## src/hw/rtl/rn48_pkg.sv

```systemverilog
// Package: shared types and constants of the node48 child table.
`default_nettype none
package rn48_pkg;

  localparam int unsigned KEY_W   = 8;
  localparam int unsigned KEYS    = 256;
  localparam int unsigned OP_W    = 2;
  localparam int unsigned STAT_W  = 3;
  localparam int unsigned FIELD_W = 6;

  localparam logic [FIELD_W-1:0] SHRINK_RESET = 6'd12;

  typedef enum logic [OP_W-1:0] {
    OP_INSERT = 2'd0,
    OP_DELETE = 2'd1,
    OP_CLEAR  = 2'd2,
    OP_NOP    = 2'd3
  } op_e;

  typedef enum logic [STAT_W-1:0] {
    ST_OK      = 3'd0,
    ST_GROW    = 3'd1,
    ST_SHRINK  = 3'd2,
    ST_ABSENT  = 3'd3,
    ST_PRESENT = 3'd4
  } status_e;

  typedef enum logic [1:0] {
    S_IDLE = 2'd0,
    S_LOOK = 2'd1,
    S_FREE = 2'd2
  } state_e;

endpackage : rn48_pkg
`default_nettype wire

```

## src/hw/rtl/rn48_if.sv

```systemverilog
// Interfaces: request and response channels of the node48 child table.
`default_nettype none
interface rn48_req_if
  import rn48_pkg::*;
#(
  parameter int unsigned CHILD_WIDTH = 48
);
  logic                   valid;
  logic                   ready;
  logic [OP_W-1:0]        operation;
  logic [KEY_W-1:0]       key_byte;
  logic [CHILD_WIDTH-1:0] child_ref;

  modport source (output valid, output operation, output key_byte, output child_ref,
                  input ready);
  modport sink   (input valid, input operation, input key_byte, input child_ref,
                  output ready);
endinterface : rn48_req_if

interface rn48_rsp_if
  import rn48_pkg::*;
#(
  parameter int unsigned CHILD_WIDTH = 48
);
  logic                   valid;
  logic                   ready;
  logic [STAT_W-1:0]      status;
  logic [FIELD_W-1:0]     slot_used;
  logic [CHILD_WIDTH-1:0] freed_child;
  logic [FIELD_W-1:0]     child_count;

  modport source (output valid, output status, output slot_used, output freed_child,
                  output child_count, input ready);
  modport sink   (input valid, input status, input slot_used, input freed_child,
                  input child_count, output ready);
endinterface : rn48_rsp_if
`default_nettype wire

```

## src/hw/rtl/radix_node48_child_table.sv

```systemverilog
// Top level: node48 child table with key map and slot memories.
//
//  channel  dir  handshake      word
//  req_i    in   valid/ready    operation, key_byte, child_ref
//  rsp_o    out  valid/ready    status, slot_used, freed_child, child_count
//  cfg      in   cfg_we_i       shrink limit (cfg_wdata_i)
//
// Insert, clear, no-op and a delete of an absent key are accepted with a key
// map read, then decided and written back. A delete that finds its key also
// reads the freed child from the slot memory after the map lookup.
// Reset empties the map at once through per-key valid bits.
// A result waits in the output register while a new word is accepted; the
// block holds in its last state while that register is full and not taken.
`default_nettype none
module radix_node48_child_table
  import rn48_pkg::*;
#(
  parameter int unsigned SLOTS       = 48,
  parameter int unsigned CHILD_WIDTH = 48
) (
  input  wire               clk_i,
  input  wire               rst_ni,
  rn48_req_if.sink          req_i,
  rn48_rsp_if.source        rsp_o,
  input  wire               cfg_we_i,
  input  wire [FIELD_W-1:0] cfg_wdata_i
);

  localparam int unsigned IDX_W  = (SLOTS > 1) ? $clog2(SLOTS) : 1;
  localparam int unsigned SLOT_W = $clog2(SLOTS + 1);
  localparam logic [SLOT_W-1:0] SLOTS_C = SLOT_W'(SLOTS);

  // Storage
  logic [IDX_W-1:0]       map_mem [KEYS];
  logic [CHILD_WIDTH-1:0] child_mem [SLOTS];

  state_e                 state_q, state_d;
  logic [KEYS-1:0]        map_vld_q, map_vld_d;
  logic [SLOTS-1:0]       busy_q, busy_d;
  logic [SLOT_W-1:0]      count_q, count_d;
  logic [FIELD_W-1:0]     thr_q;
  logic [SLOT_W-1:0]      first_free_q, first_free_d;

  op_e                    op_q;
  logic [KEY_W-1:0]       key_q;
  logic [CHILD_WIDTH-1:0] child_q;
  logic [IDX_W-1:0]       map_rd_q;
  logic                   present_q;
  logic [CHILD_WIDTH-1:0] child_rd_q;

  logic                   rsp_vld_q, rsp_vld_d;
  status_e                rsp_stat_q, rsp_stat_d;
  logic [FIELD_W-1:0]     rsp_slot_q, rsp_slot_d;
  logic [CHILD_WIDTH-1:0] rsp_freed_q, rsp_freed_d;
  logic [FIELD_W-1:0]     rsp_cnt_q, rsp_cnt_d;

  logic                   accept;
  logic                   can_load;
  logic                   map_we, slot_we, slot_re;
  logic [IDX_W-1:0]       ins_slot;
  logic                   ins_full;
  logic [SLOT_W-1:0]      cnt_dec;

  assign accept   = req_i.valid && req_i.ready;
  assign can_load = !rsp_vld_q || rsp_o.ready;
  assign req_i.ready = (state_q == S_IDLE);

  assign rsp_o.valid       = rsp_vld_q;
  assign rsp_o.status      = rsp_stat_q;
  assign rsp_o.slot_used   = rsp_slot_q;
  assign rsp_o.freed_child = rsp_freed_q;
  assign rsp_o.child_count = rsp_cnt_q;

  // Lowest free slot, registered from busy, which settles before the next lookup uses it
  always_comb begin
    first_free_d = SLOTS_C;
    for (int i = SLOTS - 1; i >= 0; i--) begin
      if (!busy_q[i]) begin
        first_free_d = SLOT_W'(i);
      end
    end
  end

  // Slot choice: the one numbered by count if free, else the lowest free
  always_comb begin
    ins_full = 1'b0;
    ins_slot = first_free_q[IDX_W-1:0];
    if (count_q >= SLOTS_C) begin
      ins_full = 1'b1;
    end else if (!busy_q[count_q[IDX_W-1:0]]) begin
      ins_slot = count_q[IDX_W-1:0];
    end else if (first_free_q == SLOTS_C) begin
      ins_full = 1'b1;
    end
  end

  assign cnt_dec = (count_q != '0) ? (count_q - SLOT_W'(1)) : count_q;

  always_comb begin
    state_d     = state_q;
    map_vld_d   = map_vld_q;
    busy_d      = busy_q;
    count_d     = count_q;
    map_we      = 1'b0;
    slot_we     = 1'b0;
    slot_re     = 1'b0;
    rsp_vld_d   = rsp_vld_q && !rsp_o.ready;
    rsp_stat_d  = rsp_stat_q;
    rsp_slot_d  = rsp_slot_q;
    rsp_freed_d = rsp_freed_q;
    rsp_cnt_d   = rsp_cnt_q;
    case (state_q)
      S_IDLE: begin
        if (accept) begin
          state_d = S_LOOK;
        end
      end
      S_LOOK: begin
        if (op_q == OP_DELETE && present_q) begin
          slot_re = 1'b1;
          state_d = S_FREE;
        end else if (can_load) begin
          rsp_vld_d   = 1'b1;
          rsp_stat_d  = ST_OK;
          rsp_slot_d  = '0;
          rsp_freed_d = '0;
          rsp_cnt_d   = FIELD_W'(count_q);
          state_d     = S_IDLE;
          case (op_q)
            OP_INSERT: begin
              if (present_q) begin
                rsp_stat_d = ST_PRESENT;
                rsp_slot_d = FIELD_W'(map_rd_q);
              end else if (ins_full) begin
                rsp_stat_d = ST_GROW;
              end else begin
                map_we           = 1'b1;
                slot_we          = 1'b1;
                map_vld_d[key_q] = 1'b1;
                busy_d[ins_slot] = 1'b1;
                count_d          = count_q + SLOT_W'(1);
                rsp_slot_d       = FIELD_W'(ins_slot);
                rsp_cnt_d        = FIELD_W'(count_q + SLOT_W'(1));
              end
            end
            OP_DELETE: begin
              rsp_stat_d = ST_ABSENT;
            end
            OP_CLEAR: begin
              map_vld_d = '0;
              busy_d    = '0;
              count_d   = '0;
              rsp_cnt_d = '0;
            end
            default: begin
            end
          endcase
        end
      end
      S_FREE: begin
        if (can_load) begin
          map_vld_d[key_q] = 1'b0;
          busy_d[map_rd_q] = 1'b0;
          count_d          = cnt_dec;
          rsp_vld_d        = 1'b1;
          rsp_stat_d       = (FIELD_W'(cnt_dec) < thr_q) ? ST_SHRINK : ST_OK;
          rsp_slot_d       = FIELD_W'(map_rd_q);
          rsp_freed_d      = child_rd_q;
          rsp_cnt_d        = FIELD_W'(cnt_dec);
          state_d          = S_IDLE;
        end
      end
      default: begin
        state_d = S_IDLE;
      end
    endcase
  end

  always_ff @(posedge clk_i or negedge rst_ni) begin
    if (!rst_ni) begin
      state_q      <= S_IDLE;
      map_vld_q    <= '0;
      busy_q       <= '0;
      count_q      <= '0;
      thr_q        <= SHRINK_RESET;
      first_free_q <= '0;
      rsp_vld_q    <= 1'b0;
    end else begin
      state_q      <= state_d;
      map_vld_q    <= map_vld_d;
      busy_q       <= busy_d;
      count_q      <= count_d;
      first_free_q <= first_free_d;
      rsp_vld_q    <= rsp_vld_d;
      if (cfg_we_i) begin
        thr_q <= cfg_wdata_i;
      end
    end
  end

  // Latch the word and look up the key map on accept
  always_ff @(posedge clk_i) begin
    if (accept) begin
      op_q      <= op_e'(req_i.operation);
      key_q     <= req_i.key_byte;
      child_q   <= req_i.child_ref;
      map_rd_q  <= map_mem[req_i.key_byte];
      present_q <= map_vld_q[req_i.key_byte];
    end
    if (map_we) begin
      map_mem[key_q] <= ins_slot;
    end
  end

  always_ff @(posedge clk_i) begin
    if (slot_re) begin
      child_rd_q <= child_mem[map_rd_q];
    end
    if (slot_we) begin
      child_mem[ins_slot] <= child_q;
    end
  end

  always_ff @(posedge clk_i) begin
    rsp_stat_q  <= rsp_stat_d;
    rsp_slot_q  <= rsp_slot_d;
    rsp_freed_q <= rsp_freed_d;
    rsp_cnt_q   <= rsp_cnt_d;
  end

endmodule : radix_node48_child_table
`default_nettype wire

```

## src/flat_wrapper.sv

```systemverilog
// flat-port wrapper written by rule: the top's interface ports become plain ports
module radix_node48_child_table_flat import rn48_pkg::*;
#(
  parameter int unsigned SLOTS       = 48,
  parameter int unsigned CHILD_WIDTH = 48
)
  (clk_i, rst_ni, cfg_we_i, cfg_wdata_i, req_i_valid, req_i_operation, req_i_key_byte, req_i_child_ref, req_i_ready, rsp_o_valid, rsp_o_status, rsp_o_slot_used, rsp_o_freed_child, rsp_o_child_count, rsp_o_ready);
  rn48_req_if #(.CHILD_WIDTH(CHILD_WIDTH)) req_i_i ();
  rn48_rsp_if #(.CHILD_WIDTH(CHILD_WIDTH)) rsp_o_i ();
  input  wire clk_i;
  input  wire rst_ni;
  input  wire cfg_we_i;
  input  wire [FIELD_W-1:0] cfg_wdata_i;
  input wire logic [$bits(req_i_i.valid)-1:0] req_i_valid;
  input wire logic [$bits(req_i_i.operation)-1:0] req_i_operation;
  input wire logic [$bits(req_i_i.key_byte)-1:0] req_i_key_byte;
  input wire logic [$bits(req_i_i.child_ref)-1:0] req_i_child_ref;
  output wire logic [$bits(req_i_i.ready)-1:0] req_i_ready;
  output wire logic [$bits(rsp_o_i.valid)-1:0] rsp_o_valid;
  output wire logic [$bits(rsp_o_i.status)-1:0] rsp_o_status;
  output wire logic [$bits(rsp_o_i.slot_used)-1:0] rsp_o_slot_used;
  output wire logic [$bits(rsp_o_i.freed_child)-1:0] rsp_o_freed_child;
  output wire logic [$bits(rsp_o_i.child_count)-1:0] rsp_o_child_count;
  input wire logic [$bits(rsp_o_i.ready)-1:0] rsp_o_ready;
  assign req_i_i.valid = req_i_valid;
  assign req_i_i.operation = req_i_operation;
  assign req_i_i.key_byte = req_i_key_byte;
  assign req_i_i.child_ref = req_i_child_ref;
  assign req_i_ready = req_i_i.ready;
  assign rsp_o_valid = rsp_o_i.valid;
  assign rsp_o_status = rsp_o_i.status;
  assign rsp_o_slot_used = rsp_o_i.slot_used;
  assign rsp_o_freed_child = rsp_o_i.freed_child;
  assign rsp_o_child_count = rsp_o_i.child_count;
  assign rsp_o_i.ready = rsp_o_ready;
  radix_node48_child_table #(.SLOTS(SLOTS), .CHILD_WIDTH(CHILD_WIDTH)) u_core (.clk_i(clk_i), .rst_ni(rst_ni), .req_i(req_i_i), .rsp_o(rsp_o_i), .cfg_we_i(cfg_we_i), .cfg_wdata_i(cfg_wdata_i));
endmodule
```

## config.mk

```make
export PLATFORM = sky130hd
export DESIGN_NAME = radix_node48_child_table_flat
export DESIGN_NICKNAME = d
export VERILOG_FILES = /design/src/hw/rtl/rn48_pkg.sv /design/src/hw/rtl/rn48_if.sv /design/src/hw/rtl/radix_node48_child_table.sv /design/src/flat_wrapper.sv
export SDC_FILE = /design/constraint.sdc
export NUM_CORES = 2
export LEC_CHECK = 0
export BUFFER_PORTS_ARGS = -buffer_cell sky130_fd_sc_hd__buf_2
export CAP_MARGIN = 20
export CELL_PAD_IN_SITES_DETAIL_PLACEMENT = 0
export CELL_PAD_IN_SITES_GLOBAL_PLACEMENT = 1
export CORE_UTILIZATION = 55
export CTS_CLUSTER_SIZE = 40
export DETAILED_ROUTE_END_ITERATION = 8
export GPL_ROUTABILITY_DRIVEN = 0
export HOLD_SLACK_MARGIN = 0.06
export PLACE_DENSITY_LB_ADDON = 0.1
export RECOVER_POWER = 100
export SETUP_SLACK_MARGIN = 0.2
export SLEW_MARGIN = 0
export SYNTH_ARGS = -nofsm -noshare
export SYNTH_HDL_FRONTEND = slang
export SYNTH_SLANG_ARGS = --single-unit
```

## constraint.sdc

```tcl
create_clock -name clk_i -period 15.4 [get_ports clk_i]
set_input_delay 0.77 -clock clk_i [delete_from_list [all_inputs] [get_ports clk_i]]
set_output_delay 0.77 -clock clk_i [all_outputs]
set_load 0.005 [all_outputs]
```

# Yosys cells after proc, flatten, opt, wreduce, memory -nomap -nowiden
# Memories as Yosys holds them, arrays and structs flattened. A register that Yosys moved wholly into a read port is not among the register bits.
# Cells that the tools add are included.
# op_classes
n_addsub	2
n_lt_le_gt_ge	10
eq_ne	12
n_mux	121
bitwise	6
n_reduce_logical	15
# ops
operator	count
$mux W256	5
$pmux W256 S2	2
$mux W48	8
$pmux W48 S2	3
$mux W6	46
$and A256 B256 Y256	1
$not A256 Y256	1
$or A256 B256 Y256	1
$mux W5	16
$and A48 B48 Y48	1
$not A48 Y48	1
$or A48 B48 Y48	1
$pmux W6 S2	3
$lt A6 B7 Y1 const B	3
$mux W1	21
$lt A8 B9 Y1 const B	2
$demux W1 S6	2
$ge A6 B1 Y1 const B	2
$mux W3	4
$pmux W3 S2	2
$bmux W1 S8	1
$demux W1 S8	1
$ge A8 B1 Y1 const B	1
$mux W2	4
22 further kinds	34
# totals
ff_bits	447
ramBits	3840
input_bits	69
output_inout_bits	65
elab_cells	183
n_memories	2
# mem_list
memory	words	word_bits	read_ports	rd_ports_with_merged_regs	wr	line_no	source
u_core.child_mem	48	48	1	1	1	radix_node48_child_table.sv:35	logic [CHILD_WIDTH-1:0] child_mem [SLOTS];
u_core.map_mem	256	6	1	1	1	radix_node48_child_table.sv:34	logic [IDX_W-1:0] map_mem [KEYS];

# Depth between registers and ports, before layout
# logic_depth
depth_word	48
depth_mapped	13
mapped_depth_nobuf	12

# Least setup slack after synthesis
# Ideal clock, no wire load.
# synth_timing
path_kind	reg2reg
startpoint	register u_core.count_q[0]
endpoint	memory u_core.map_mem[0][0] (netlist bit), data pin
setup_ps	2197
arrival_time_ps	11832
required_ps	13203
slack_ps	1371
path_stages_with_launch	10
n_path_buf	3
synth_period_minus_slack_ps	14029
path_cell_list	dfrtp_1 -> buf_2 -> buf_1 -> mux2i_1 -> a22oi_1 -> nand3_1 -> nand2_1 -> nor2_2 -> buf_2 -> o21ai_0
# synth_via
elab_chain_len	4
elab_cells_between_ends	5
cone_classes	1 x order compare; 4 x mux
# synth_lines
element	line_no	source
from (decl)	radix_node48_child_table.sv:40	logic [SLOT_W-1:0] count_q, count_d;
from (signal assigned)	radix_node48_child_table.sv:192	count_q <= count_d;
$bmux W1 S6	radix_node48_child_table.sv:90	end else if (!busy_q[count_q[IDX_W-1:0]]) begin
$mux W1 (not written as such)	radix_node48_child_table.sv:90	
$mux W6	radix_node48_child_table.sv:90	
$mux W6 (*)	radix_node48_child_table.sv:88	if (count_q >= SLOTS_C) begin
via u_core.ins_slot[0]	radix_node48_child_table.sv:60	logic [IDX_W-1:0] ins_slot;
to (decl)	radix_node48_child_table.sv:34	
# The timed path passes the listed nets; every way through them passes the cells marked *. The select of a mux whose other input is x is not followed.

==> flow_summary.json <==
{
  "synth_fa_ha_area_share_pct": 0.08220,
  "setup.worst_path.class": "flip-flop to flip-flop",
  "place_inst": 12990,
  "timing.final.crit_share_pct": 68.86,
  "worstSetupStartpointType": "flip-flop",
  "clk_root_buffer_cell": "clkbuf_16",
  "cts.sink_count": 4341,
  "std_cell_rows": 202,
  "cts.reportedPaths.clkPinSlew_ns": 0.06,
  "grt_setup_unrepaired": "no",
  "route.final.wire_length_mm": 487.8,
  "cts_inserted_buffers": 436,
  "post_cts_resized": 0,
  "cp_cell_sequence": "clkbuf_1 > buf_4 > buf_4 > and2_4 > buf_4 > clkbuf_1 > a22oi_1 > a41oi_1 > nor4_1 > o31ai_1",
  "routed_wire_length_per_instance_um": 34.85,
  "fin_tns_setup_ns": 0,
  "total_leakage_power_nw": 58.32,
  "timing.max_slew.rel_slack_pct": -377.8,
  "synthSimpleGateAreaFrac_pct": 2.670,
  "fp.coreArea_um2": 302800,
  "multiplexer_share_of_the_synthesized_area_pct": 8.548,
  "maxCapViolCount": 154,
  "layout-drive-gt1-share_pct": 15.81,
  "ys.flop_type": "edfxtp_1",
  "detailedRoute.firstPassIterationCount": 7,
  "number_of_synthesized_flops_with_an_enable_pin": 4016,
  "cts_htree_levels": 5,
  "1st_iter_drt_viols": 13130,
  "vdd_drop_max_mv": 0.1663,
  "die_height_um": 553.7,
  "grt_max_degree": 311,
  "power.density_nw_per_um2": 155.3,
  "failing_checks": "capacitance limit, slew limit",
  "min_from": "req_i_valid",
  "nNetsFinal": 9593,
  "ys_seq_area_share_pct": 76.89,
  "timing.critical_path.required_ns": 16.16,
  "cp-startpoint": "u_core.map_rd_q[2]$_DFFE_PP_",
  "critical_path.max_fanout": 99,
  "final_core_utilization_pct": 61.97,
  "post_layout_nonfiller_instances": 14000,
  "remaining_global_route_overflow": 0,
  "multiInputGateArea_um2": 36350,
  "largest_family_of_logic_cells_by_synthesized_area": "compound AO/OA/AOI/OAI gates",
  "initial_core_util_pct": 55.30,
  "die_area_um2": 306600,
  "ff2ff_setup_slack_ns": 4.80,
  "synth_compound_gate_area_share_pct": 10.18,
  "final_hold_viol_count": 0,
  "worst_pin_slew_ns": 7.167,
  "finalSetupViolCount": 0,
  "post-route-min-period_ns": 10.60,
  "grt_first_pass_wirelength_mm": 692.4,
  "route.antenna.remaining_nets": 0,
  "clk_path_buf_depth": 4,
  "critical-path-slowest-cell": "clkbuf_1",
  "die_w_um": 553.7,
  "ys_seq_elements": 4341,
  "postSynthAreaPerCell_um2": 18.10,
  "reg2reg_from": "u_core.map_rd_q[2]$_DFFE_PP_",
  "path_common_cell": "buf_4",
  "synthesis.yosys.warnings": 0,
  "first_global_vias": 93290,
  "end_kind": "flip-flop",
  "clock_skew_ns": 0.08416,
  "tritoncts": "built",
  "report.power.total_w": 0.02914,
  "clk_latency_ns": 0.99,
  "maxSlewViolCount": 6210,
  "ys_types": 63,
  "grt_antenna_before_repair": 32,
  "detailedPlacementHpwl_mm": 272.0,
  "detail_route.vias_per_cell": 6.819,
  "crit_path_max_cell_delay_ns": 5.02,
  "post_synth_inst_count": 9248,
  "post_synth_xor_xnor_area_pct": 0.02616,
  "ff_latch_area_um2": 128700,
  "io-pin-count": 134,
  "globalRouteTotalUtil_pct": 31.50,
  "fillCellCount": 21560,
  "outcome": "complete, but fails checks",
  "critPathArrivalTime_ns": 11.36,
  "min-delay-path-class": "input pin to flip-flop",
  "synth.cell_area_um2": 167400,
  "synth.net_count": 9328,
  "drcViolationCount": 0,
  "route.vias.total": 95440,
  "proportion_of_register_bits_with_asynchronous_set_or_reset_after_synthesis_pct": 7.487,
  "buffer_ports.inserted": 133,
  "achievable-frequency_mhz": 94.30,
  "area_growth_pct": 12.07
}
logic make-up after synthesis:
logic type / Yosys count
XOR/XNOR: 5
flip-flops: 4341
adder cells (fa/ha/maj): 11
multiplexers: 695
AO/OA/AOI/OAI: 2497
AND/OR/NAND/NOR: 988
buffers and inverters: 711
registers in the layout, summed over array words and instances (netlist names):
signal                    flops
u_core.child_mem           2304
u_core.map_mem             1536
u_core.map_vld_q            256
u_core.busy_q                48
u_core.child_q               48
u_core.child_rd_q            48
u_core.rsp_o.freed_child     48
u_core.key_q                  8
u_core.count_q                6
u_core.first_free_q           6
u_core.map_rd_q               6
u_core.rsp_o.child_count      6
u_core.rsp_o.slot_used        6
u_core.thr_q                  6
u_core.rsp_o.status           3
u_core.op_q                   2
u_core.state_q                2
u_core.present_q              1
u_core.rsp_o.valid            1
worst paths after layout:
path	to	cells past startpoint
worst max-delay path	u_core.child_rd_q[16]$_DFFE_PP_	10
worst min-delay path	u_core.state_q[0]$_DFFE_PN0P_	3
worst max register to register	u_core.child_rd_q[16]$_DFFE_PP_	10
worst min register to register	u_core.map_vld_q[102]$_DFFE_PN0P_	2
max in group asynchronous	u_core.map_vld_q[139]$_DFFE_PN0P_	6
min in group asynchronous	u_core.thr_q[1]$_DFFE_PN0P_	2
stage by stage:
| step | setup slack (ns) | area [um^2] | hold WS [ns] |
|---|---|---|---|
| floorplan | 1.371 | 167400 | 0.4661 |
| global placement | 8.756 | 173600 | 0.4802 |
| detailed placement | 8.863 | 173800 | 0.4900 |
| CTS | 9.056 | 188300 | 0.06247 |
| global route | 4.556 | 187600 | 0.1115 |
| finish | 4.796 | 187600 | 0.1146 |
cells in the mapped netlist (3+ instances only):
cell type / number / area share [%]
nand2b_1: 27 / 0.10
a21boi_0: 262 / 1.2
nor2b_1: 21 / 0.078
a31oi_1: 120 / 0.45
o21ai_0: 733 / 2.2
a221oi_1: 173 / 0.90
mux2_2: 59 / 0.40
edfxtp_1: 4016 / 72
and3_1: 4 / 0.015
or3_1: 8 / 0.030
or2_2: 5 / 0.019
ha_1: 11 / 0.082
nor3b_1: 5 / 0.022
xnor2_1: 4 / 0.021
o2111ai_1: 10 / 0.052
nor2_1: 348 / 0.78
mux4_2: 582 / 7.8
a21o_1: 3 / 0.013
buf_2: 8 / 0.024
dfrtp_1: 323 / 4.8
a211oi_1: 20 / 0.090
o211ai_1: 9 / 0.040
o31ai_1: 56 / 0.25
nand4_1: 31 / 0.12
o221ai_1: 7 / 0.037
clkbuf_1: 560 / 1.3
a22oi_1: 740 / 3.3
inv_1: 28 / 0.063
a22o_1: 153 / 0.80
a41oi_1: 83 / 0.43
a2111oi_0: 3 / 0.016
nand2_1: 279 / 0.63
or4_1: 3 / 0.013
buf_1: 113 / 0.25
nor4_1: 54 / 0.20
nand3_1: 74 / 0.22
o31a_1: 4 / 0.021
nor3_1: 68 / 0.20
and2_1: 54 / 0.20
a21oi_1: 105 / 0.31
mux2i_1: 54 / 0.32
placed cells by master, fill, tap and decap left out, drive strengths merged, types with 37 or more instances in the layout:
| cell | count |
|---|---|
| a41oi | 83 |
| diode | 139 |
| buf | 252 |
| nand3 | 74 |
| o31ai | 56 |
| a21oi | 105 |
| mux4 | 582 |
| clkinv | 214 |
| clkbuf | 733 |
| dlygate4sd3 | 59 |
| mux2 | 59 |
| nor3 | 69 |
| o21ai | 735 |
| a31oi | 120 |
| a22o | 153 |
| nor2 | 349 |
| a22oi | 740 |
| nor4 | 55 |
| a221oi | 173 |
| and2 | 54 |
| bufinv | 37 |
| mux2i | 54 |
| a21boi | 262 |
| inv | 38 |
| dfrtp | 323 |
| nand2 | 279 |
| edfxtp | 4016 |
critical path: cells and delay by family (launching register included):
kind            cells  cell delay (ns)
buf+inv             5             7.36
compound gates      3             1.78
simple gates        2             0.76
flops               1             0.37
what timing repair did:
| action | in CTS | in global routing |
|---|---|---|
| hold endpoints to repair | 170 | 0 |
| hold buffers | 59 | 0 |
| buffers inserted | 0 | 0 |
routing by layer:
layer	part of all wire [%]	GRT usage [%]	wire length (um)
met2	48	50.84	235600
met4	4.3	12.07	20860
met5	0.015	0	75
met3	9.1	4.675	44430
met1	38	43.84	186800
report_power, final:
| part | internal [W] | switching (W) |
|---|---|---|
| logic | 0.00103 | 0.00329 |
| registers | 0.0143 | 0.000190 |
| clock network | 0.00587 | 0.00450 |
| total | 0.0212 | 0.00799 |
final cells by class:
class | instances | area share (%)
inverters | 29 | 0.06335
well taps | 3978 | 2.652
diodes | 139 | 0.1854
clock buffers | 535 | 6.068
flip-flops and latches | 4341 | 68.60
repair buffers | 509 | 1.743
multi-input cells | 4196 | 19.37
clock inverters | 270 | 1.311
(Power assumes the default switching activity.)
